**src/hdl/pls_pkg.sv**
```systemverilog
`timescale 1ns / 1ps

package pls_pkg;

	localparam int FUNC_W   = 3;
	localparam int POS_W    = 4;
	localparam int VALUE_W  = 32;
	localparam int RD_W     = 32;
	localparam int SIZE_W   = 5;
	localparam int STATUS_W = 2;

	typedef enum logic [FUNC_W-1:0] {
		FN_INSERT   = 3'd0,
		FN_DELETE   = 3'd1,
		FN_RETRIEVE = 3'd2,
		FN_REPLACE  = 3'd3,
		FN_CLEAR    = 3'd4
	} func_t;

	typedef enum logic [STATUS_W-1:0] {
		ST_OK    = 2'd0,
		ST_RANGE = 2'd1,
		ST_FULL  = 2'd2
	} status_t;

	// What every cell does in a cycle
	typedef enum logic [1:0] {
		CELL_HOLD,
		CELL_INSERT,
		CELL_DELETE,
		CELL_WRITE
	} cell_op_t;

	typedef struct packed {
		cell_op_t          op;
		logic [POS_W-1:0]  pos;
	} cell_cmd_t;

endpackage

```
**src/hdl/pls_cell.sv**
```systemverilog
`timescale 1ns / 1ps

module pls_cell #(
	parameter int IDX        = 0,
	parameter int DATA_WIDTH = 32
) (
	input  logic                  clk,
	input  pls_pkg::cell_cmd_t    cmd,
	input  logic [DATA_WIDTH-1:0] word,
	input  logic [DATA_WIDTH-1:0] left_data,
	input  logic [DATA_WIDTH-1:0] right_data,
	output logic [DATA_WIDTH-1:0] data_q
);
	import pls_pkg::*;

	localparam int IDX_BITS = (IDX > 0) ? $clog2(IDX + 1) : 1;
	localparam int CW       = (IDX_BITS > POS_W) ? IDX_BITS : POS_W;
	localparam logic [CW-1:0] MY_IDX = CW'(IDX);

	logic [CW-1:0] pos_x;
	logic          above;
	logic          here;

	assign pos_x = CW'(cmd.pos);
	assign above = MY_IDX > pos_x;
	assign here  = MY_IDX == pos_x;

	always_ff @(posedge clk) begin
		case (cmd.op)
			CELL_INSERT: begin
				// shift up above the slot, drop the new word into it
				if (above) begin
					data_q <= left_data;
				end else if (here) begin
					data_q <= word;
				end
			end
			CELL_DELETE: begin
				// close the gap: take the neighbor above
				if (above || here) begin
					data_q <= right_data;
				end
			end
			CELL_WRITE: begin
				if (here) begin
					data_q <= word;
				end
			end
			default: begin
			end
		endcase
	end

endmodule

```
**src/hdl/positional_list_store.sv**
```systemverilog
`timescale 1ns / 1ps

// Ordered list of up to CAPACITY words with insert/delete by position.
//
// Request channel (req_valid/req_ready): func, position, value. Functions
// are insert, delete, retrieve, replace and clear. Response channel
// (rsp_valid/rsp_ready): read_data, list_size, status, one beat for every
// request beat.
//
// A request's response is registered: it is shown from the cycle after
// the request is accepted. Throughput is one request per cycle while the
// receiver takes each beat. The list lives in a row of cells; each cell
// takes its neighbor's word, the new word or holds, so an insert or delete
// shifts the entries from the slot upward in the same cycle. The output register is the only thing setting the pace.
//
// When the receiver stalls, the response register holds its beat and
// req_ready drops until the beat is taken; a beat taken in the same cycle
// frees the slot for the next request at once.
//
// Reset clears the entry count and the response valid. Cell contents are
// not reset: an entry is only read below the count, after it was written.
// Rejected requests (bad position, full list) leave the list unchanged.
module positional_list_store #(
	parameter int CAPACITY   = 16,
	parameter int DATA_WIDTH = 32
) (
	input  logic                           clk,
	input  logic                           arst_n,
	input  logic                           req_valid,
	output logic                           req_ready,
	input  logic [pls_pkg::FUNC_W-1:0]     func,
	input  logic [pls_pkg::POS_W-1:0]      position,
	input  logic [pls_pkg::VALUE_W-1:0]    value,
	output logic                           rsp_valid,
	input  logic                           rsp_ready,
	output logic [pls_pkg::RD_W-1:0]       read_data,
	output logic [pls_pkg::SIZE_W-1:0]     list_size,
	output logic [pls_pkg::STATUS_W-1:0]   status
);
	import pls_pkg::*;

	localparam int CNT_W = $clog2(CAPACITY + 1);
	localparam int CMP_W = (CNT_W > POS_W) ? CNT_W : POS_W;
	// only the first 2**POS_W entries can ever be addressed
	localparam int TAPS  = (CAPACITY < (1 << POS_W)) ? CAPACITY : (1 << POS_W);
	localparam int TAP_W = $clog2(TAPS);
	localparam logic [CNT_W-1:0] FULL_CNT = CNT_W'(CAPACITY);

	logic [CNT_W-1:0]      count_q;
	logic                  rsp_valid_q;
	logic [RD_W-1:0]       read_data_q;
	logic [SIZE_W-1:0]     list_size_q;
	status_t               status_q;

	logic                  accept;
	logic [CMP_W-1:0]      cnt_x;
	logic [CMP_W-1:0]      pos_x;
	status_t               st;
	cell_op_t              op;
	logic [CNT_W-1:0]      cnt_nx;
	logic                  take_rd;
	cell_cmd_t             cmd;
	logic [DATA_WIDTH-1:0] word;
	logic [DATA_WIDTH-1:0] ent [CAPACITY];
	logic [DATA_WIDTH-1:0] rd_tap [TAPS];
	logic [DATA_WIDTH-1:0] rd_sel;

	// Free the request side whenever the response slot is empty or drains.
	assign req_ready = !rsp_valid_q || rsp_ready;
	assign accept    = req_valid && req_ready;

	assign cnt_x = CMP_W'(count_q);
	assign pos_x = CMP_W'(position);
	assign word  = DATA_WIDTH'(value);

	// Check the position and fullness, pick the row operation.
	always_comb begin
		st      = ST_OK;
		op      = CELL_HOLD;
		cnt_nx  = count_q;
		take_rd = 1'b0;
		case (func)
			FN_INSERT: begin
				if (pos_x > cnt_x) begin
					st = ST_RANGE;
				end else if (count_q == FULL_CNT) begin
					st = ST_FULL;
				end else begin
					op     = CELL_INSERT;
					cnt_nx = count_q + 1'b1;
				end
			end
			FN_DELETE: begin
				if (pos_x >= cnt_x) begin
					st = ST_RANGE;
				end else begin
					op      = CELL_DELETE;
					take_rd = 1'b1;
					cnt_nx  = count_q - 1'b1;
				end
			end
			FN_RETRIEVE: begin
				if (pos_x >= cnt_x) begin
					st = ST_RANGE;
				end else begin
					take_rd = 1'b1;
				end
			end
			FN_REPLACE: begin
				if (pos_x >= cnt_x) begin
					st = ST_RANGE;
				end else begin
					op = CELL_WRITE;
				end
			end
			FN_CLEAR: begin
				cnt_nx = '0;
			end
			default: begin
			end
		endcase
	end

	// Broadcast to the row only for an accepted beat.
	assign cmd.op  = accept ? op : CELL_HOLD;
	assign cmd.pos = position;

	for (genvar i = 0; i < CAPACITY; i++) begin : g_cell
		logic [DATA_WIDTH-1:0] left_d;
		logic [DATA_WIDTH-1:0] right_d;

		if (i == 0) begin : g_first
			assign left_d = '0;
		end else begin : g_mid_l
			assign left_d = ent[i-1];
		end
		if (i == CAPACITY - 1) begin : g_last
			assign right_d = '0;
		end else begin : g_mid_r
			assign right_d = ent[i+1];
		end

		pls_cell #(
			.IDX        (i),
			.DATA_WIDTH (DATA_WIDTH)
		) u_cell (
			.clk        (clk),
			.cmd        (cmd),
			.word       (word),
			.left_data  (left_d),
			.right_data (right_d),
			.data_q     (ent[i])
		);
	end

	for (genvar t = 0; t < TAPS; t++) begin : g_tap
		assign rd_tap[t] = ent[t];
	end

	assign rd_sel = rd_tap[position[TAP_W-1:0]];

	always_ff @(posedge clk or negedge arst_n) begin
		if (!arst_n) begin
			count_q     <= '0;
			rsp_valid_q <= 1'b0;
		end else begin
			if (accept) begin
				count_q     <= cnt_nx;
				rsp_valid_q <= 1'b1;
			end else if (rsp_ready) begin
				rsp_valid_q <= 1'b0;
			end
		end
	end

	// Response payload: load on accept, hold otherwise.
	always_ff @(posedge clk) begin
		if (accept) begin
			read_data_q <= take_rd ? RD_W'(rd_sel) : '0;
			list_size_q <= SIZE_W'(cnt_nx);
			status_q    <= st;
		end
	end

	assign rsp_valid = rsp_valid_q;
	assign read_data = read_data_q;
	assign list_size = list_size_q;
	assign status    = status_q;

endmodule

```
**config.mk**
```make
export PLATFORM = sky130hd
export DESIGN_NAME = positional_list_store
export DESIGN_NICKNAME = d
export VERILOG_FILES = /design/src/hdl/pls_pkg.sv /design/src/hdl/pls_cell.sv /design/src/hdl/positional_list_store.sv
export SDC_FILE = /design/constraint.sdc
export NUM_CORES = 2
export LEC_CHECK = 0
export BUFFER_PORTS_ARGS = -buffer_cell sky130_fd_sc_hd__buf_2
export CAP_MARGIN = 40
export CORE_UTILIZATION = 58
export DETAILED_ROUTE_END_ITERATION = 10
export PLACE_DENSITY = 0.89
export SETUP_SLACK_MARGIN = 0.5
export SYNTH_ARGS = -nofsm -noshare
export SYNTH_HDL_FRONTEND = slang
export SYNTH_HIERARCHICAL = 1
export SYNTH_SLANG_ARGS = --single-unit
```
**constraint.sdc**
```tcl
create_clock -name clk -period 7.3 [get_ports clk]
set_clock_uncertainty 0.2 [all_clocks]
set_input_delay 0.73 -clock clk [delete_from_list [all_inputs] [get_ports clk]]
set_output_delay 0.73 -clock clk [all_outputs]
set_load 0.02 [all_outputs]
```
; ---- Yosys cells after proc, flatten, opt, wreduce, memory -nomap -nowiden
; Index checks and enable logic that the tools add are counted.
; Widths: inputs -> output; s select.
[op_classes]
order_cmp = 19
addsub = 2
mux = 85
bitwise_logic = 1
n_shift = 0
n_mul = 0
n_reduce_logical = 41
n_div = 0
n_eq_ne = 39
[ops]
columns = operator, n
row1 = $mux 32, 50
row2 = $pmux 32 s3, 16
row3 = $bmux 32 s4, 1
row4 = $eq 4x4->1 const A, 8
row5 = $gt 4x4->1 const A, 8
row6 = $ne 2x1->1 const B, 16
row7 = $reduce_and 2->1, 16
row8 = $logic_or 1x1->1, 17
row9 = $eq 3x4->1 const A, 4
row10 = $gt 3x4->1 const A, 4
row11 = $mux 5, 3
row12 = $pmux 5 s3, 1
row13 = $mux 2, 5
row14 = $eq 2x4->1 const A, 2
row15 = $gt 1x4->1 const A, 2
row16 = $gt 2x4->1 const A, 2
row17 = $mux 1, 7
row18 = $eq 3x2->1 const B, 2
row19 = $pmux 2 s3, 1
row20 = $add 5x1->5 const B, 1
row21 = $eq 5x5->1 const B, 1
row22 = $ge 4x5->1, 1
row23 = $ge 5x5->1 const B, 1
row24 = $gt 4x5->1, 1
row25 = other kinds (16), 17
[word_totals]
word_cells = 208
latch_bits = 0
mem_count = 0
regBits = 557
ram_bits = 0
out_inout_bits = 41
rom_bits = 0
input_bits = 43

; ---- Longest topological paths before layout
[depth]
word_depth = 8
depth_mapped = 15
mapped_depth_nobuf = 10

; ---- Modules after synthesis
; The synthesis kept the hierarchy.
[modules_own_cells]
columns = module, cells_per_inst, seq_area_each_um2, area_each_um2, n_inst
row1 = positional_list_store, 386, 1321.3, 5985.7, 1
row2 = pls_cell (g_cell[6].u_cell ...), 149, 960.9, 1859.3, 2
row3 = pls_cell (g_cell[15].u_cell), 223, 960.9, 2882.8, 1
row4 = pls_cell (g_cell[11].u_cell), 182, 960.9, 2133.3, 1
row5 = pls_cell (g_cell[5].u_cell), 153, 960.9, 2010.7, 1
row6 = pls_cell (g_cell[1].u_cell), 150, 960.9, 1986.9, 1
row7 = pls_cell (g_cell[12].u_cell), 186, 960.9, 1980.6, 1
row8 = pls_cell (g_cell[2].u_cell), 147, 960.9, 1949.4, 1
row9 = pls_cell (g_cell[13].u_cell), 151, 960.9, 1916.8, 1
row10 = pls_cell (g_cell[9].u_cell), 152, 960.9, 1914.3, 1
row11 = pls_cell (g_cell[10].u_cell), 153, 960.9, 1901.8, 1
row12 = pls_cell (g_cell[14].u_cell), 147, 960.9, 1831.8, 1
row13 = pls_cell (g_cell[3].u_cell), 148, 960.9, 1828.0, 1
row14 = pls_cell (g_cell[7].u_cell), 147, 960.9, 1820.5, 1
row15 = +2 rows, -, -, -, -

; ---- Worst setup path after synthesis
; No wires, ideal clock.
[synth_path]
path_kind = input to register
startpoint = input port position[0] (netlist name)
endpoint = register g_cell[12].u_cell.data_q[0], enable pin
cell_stages = 12
t_required_ns = 6.707
path_slack_ns = -0.532
arrival_ns = 7.238
setup_time_ns = 0.393
n_path_buf = 4
path_cell_list = buf_4 -> buf_6 -> inv_1 -> ha_1 -> nand2_1 -> or2_1 -> buf_2 -> nand2_1 -> nor4b_1 -> buf_2 -> o21ai_0 -> nand2b_1
[synth_rtl]
columns = element, line
row1 = from (decl), positional_list_store.sv:32  ; input logic [pls_pkg::POS_W-1:0] position,
row2 = to (signal assigned), pls_cell.sv:33  ; data_q <= left_data;
row3 = to (signal assigned), pls_cell.sv:35  ; data_q <= word;
row4 = to (signal assigned), pls_cell.sv:41  ; data_q <= right_data;
row5 = to (decl), pls_cell.sv:12  ; output logic [DATA_WIDTH-1:0] data_q

==> reports/results.ini <==
[run_status]
status = complete, no violations

[detailed_routing]
vias = 28916
wl_per_cell_um = 29.16
routed_wirelength_um = 110000
drc = 0
dr.pass1.iters = 6
vias_per_cell = 7.664
antenna_left = 0
drtIter0Drc = 5028

[global_routing]
gr-total-overflow = 0
grt_pass1_wl_um = 169800
antenna_found_initial = 6
grt_start_max_net_pins = 130
grt_use_total = 0.3283
grt_pass1_vias = 27610

[final_layout]
final_nets = 2926
area_delta_synth_final_pct = 7.313
drive_above_1_share = 0.2327
stdcell_count = 3773

[min_path]
min_path_cells = 2
hold_path.class = in2reg
hold_end = rsp_valid
min-delay-start = req_valid

[worst_setup_path]
regToRegSetupSlack_ns = 2.61
path_class = in2reg
critPathLaunchType = primary input
crit_arrival_ns = 4.97
end_kind = flop
path_max_fanout = 67
path_cells = buf_8 -> inv_1 -> ha_1 -> nand2_1 -> or2_1 -> nand2_1 -> nor4b_4 -> buf_4 -> nor2b_4 -> or3_2 -> buf_16 -> o221ai_1
critPathSlowestCell = nor2b_4
r2r-end = g_cell[11].u_cell/data_q[21]
r2r_cells = 11
cp.required_ns = 7.47
worstReg2RegStart = cnt_x[3]
path_common_cell = nand2_1
critical_path_buf_inv_count = 4
crit_family = simple AND/OR/NAND/NOR gates
slowest_delay_ns = 0.77

[timing]
hold_viol = 0
rsz0062_at_grt = false
tns_ns = 0
slew_headroom = 0.3422
max_freq_mhz = 208.3
period_share = 0.6578
period_minus_slack_ns = 4.802
drv_slew = 0
setup_violations = 0
worst_pin_slew_ns = 0.9661

[logic_synthesis]
ys_warn_count = 6
seq_area_frac_synth = 0.4472
ys_ff_latch = 557
netlist_top_cells_area = edfxtp_1 (44%), mux2i_1 (14%), mux4_2 (9.6%)
synthTopCellsByCount = edfxtp_1 (551), mux2i_1 (515), o21ai_1 (258), a22oi_1 (225), a32oi_1 (160)
syn_avg_cell_area_um2 = 12.82
netlist_area_um2 = 37330
synth_top_area_frac = 0.4432
synth_enable_flop_cells = 551
async_flop_share = 0.01077
synth.most_common_cell = edfxtp_1
syn-instance-count = 2912
yosys.area.top_type = edfxtp_1
synth_flop_cell = edfxtp_1
yosysUniqueCellTypes = 77

[floorplan]
initial_core_util = 0.5897
core_um2 = 63310
rows = 92
die_h_um = 255.7
ios = 84
die-area_um2 = 65390
dieWidth_um = 255.7

[placement]
io_buffers = 83
gp_congestion = 0.9944
dp_cells = 3661
hpwl_um = 76880

[clock_network]
clk_pin_slew_worst_paths_ns = 0.06
clock-sinks = 557
post-cts-setup-buffers = 0
htree_num_levels = 2
clockBufferDepth = 3
ctsResizeCount = 0
root_buffer = clkbuf_16
cts_tree = done
cts_made_buffers = 59
clock_latency_ns = 0.64

[power_and_ir_drop]
p_per_area_nw_per_um2 = 224.2
ir_drop_mv = 0.1978
p_leak_nw = 13.20

[job]
maxCapViolations = 0

[placed cells by master (no fill, tap or decap), types with 15 or more instances in the layout]
cell type,Yosys,layout
o21ai_0,81,81
a21oi_1,39,39
buf_4,31,58
inv_1,47,46
o21ai_1,258,257
o21ai_2,91,92
conb_1,1,32
mux2i_1,515,514
nor2_1,50,46
nand2_1,109,109
nor3b_1,18,18
o221ai_1,35,35
o221ai_2,30,30
o32ai_2,30,30
clkinv_2,0,16
nor2b_1,44,32
nor3b_2,48,48
a21o_1,17,15
buf_2,72,79
edfxtp_1,551,551
a22oi_1,225,225
a32oi_1,160,160
clkbuf_16,0,61
mux4_2,159,159
[worst max-delay path by stage]
stage | from | end | slack, ns | depth (start not counted)
after floorplan | position[0] | g_cell[12].u_cell/data_q[0] | 1.42 | 12
after global placement | position[0] | g_cell[11].u_cell/data_q[13] | 1.81 | 11
after detailed placement | position[0] | g_cell[11].u_cell/data_q[13] | 1.96 | 12
after CTS | position[0] | g_cell[11].u_cell/data_q[21] | 2.61 | 12
after global routing | position[0] | g_cell[11].u_cell/data_q[13] | 2.27 | 12
final | position[0] | g_cell[11].u_cell/data_q[21] | 2.50 | 12
[kinds of logic after synthesis]
logic type	share of synthesized area
compound gates	0.2002
xor+xnor	0.0004693
fa+ha+maj	0.002011
buf+inv	0.05677
flops	0.4472
mux	0.2340
other cells	0.0001004
simple gates	0.05922
[repair_timing]
| action | in CTS | in global routing |
|---|---|---|
| hold endpoints to repair | 6 | 0 |
| setup endpoints to repair | 0 | 0 |
| hold buffers | 1 | 0 |
[routing by layer]
| layer | global-route usage | vias up | part of all wire |
|---|---|---|---|
| met5 | 0 | - | 0.00042 |
| met2 | 0.4891 | 2545 | 0.44 |
| li1 | - | 11885 | - |
| met4 | 0.1046 | 8 | 0.033 |
| met3 | 0.08566 | 284 | 0.15 |
| met1 | 0.4694 | 14194 | 0.37 |
[final cells by class]
type | count | area, um^2
Clock buffer | 70 | 1570
Tap cell | 846 | 1059
Fill cell | 4469 | 23250
Clock inverter | 40 | 310.3
Inverter | 47 | 176.4
Sequential cell | 557 | 16700
Timing Repair Buffer | 167 | 1451
Antenna cell | 1 | 2.502
Multi-Input combinational cell | 2045 | 18800
[registers in the layout (all words and copies together), names as in the netlist]
name,count
status,2
g_cell.u_cell/data_q,512
cnt_x,5
rsp_valid,1
read_data,32
list_size,5
[power by group]
part,switching [mW],internal (mW)
Combinational,1.11,0.711
Clock,1.32,1.67
Sequential,0.279,3.89
Total,2.71,6.28
[stage by stage]
| step | utilization | hold WS (ns) | power, mW | worst slack (ns) | instance area, um^2 |
|---|---|---|---|---|---|
| 2_1_floorplan | - | 0.2344 | 5.402 | 1.424 | 37460 |
| 5_1_grt | 0.6328 | 0.1302 | 9.219 | 2.266 | 40060 |
| 3_3_place_gp | 0.5940 | 0.3108 | 5.818 | 1.814 | 37610 |
| 6_report | 0.6328 | 0.09894 | 8.981 | 2.498 | 40060 |
| 4_1_cts | 0.6328 | 0.07541 | 8.910 | 2.608 | 40060 |
| 3_5_place_dp | 0.6029 | 0.3305 | 5.966 | 1.963 | 38170 |
Note: power is estimated with default switching activity, not from simulation.
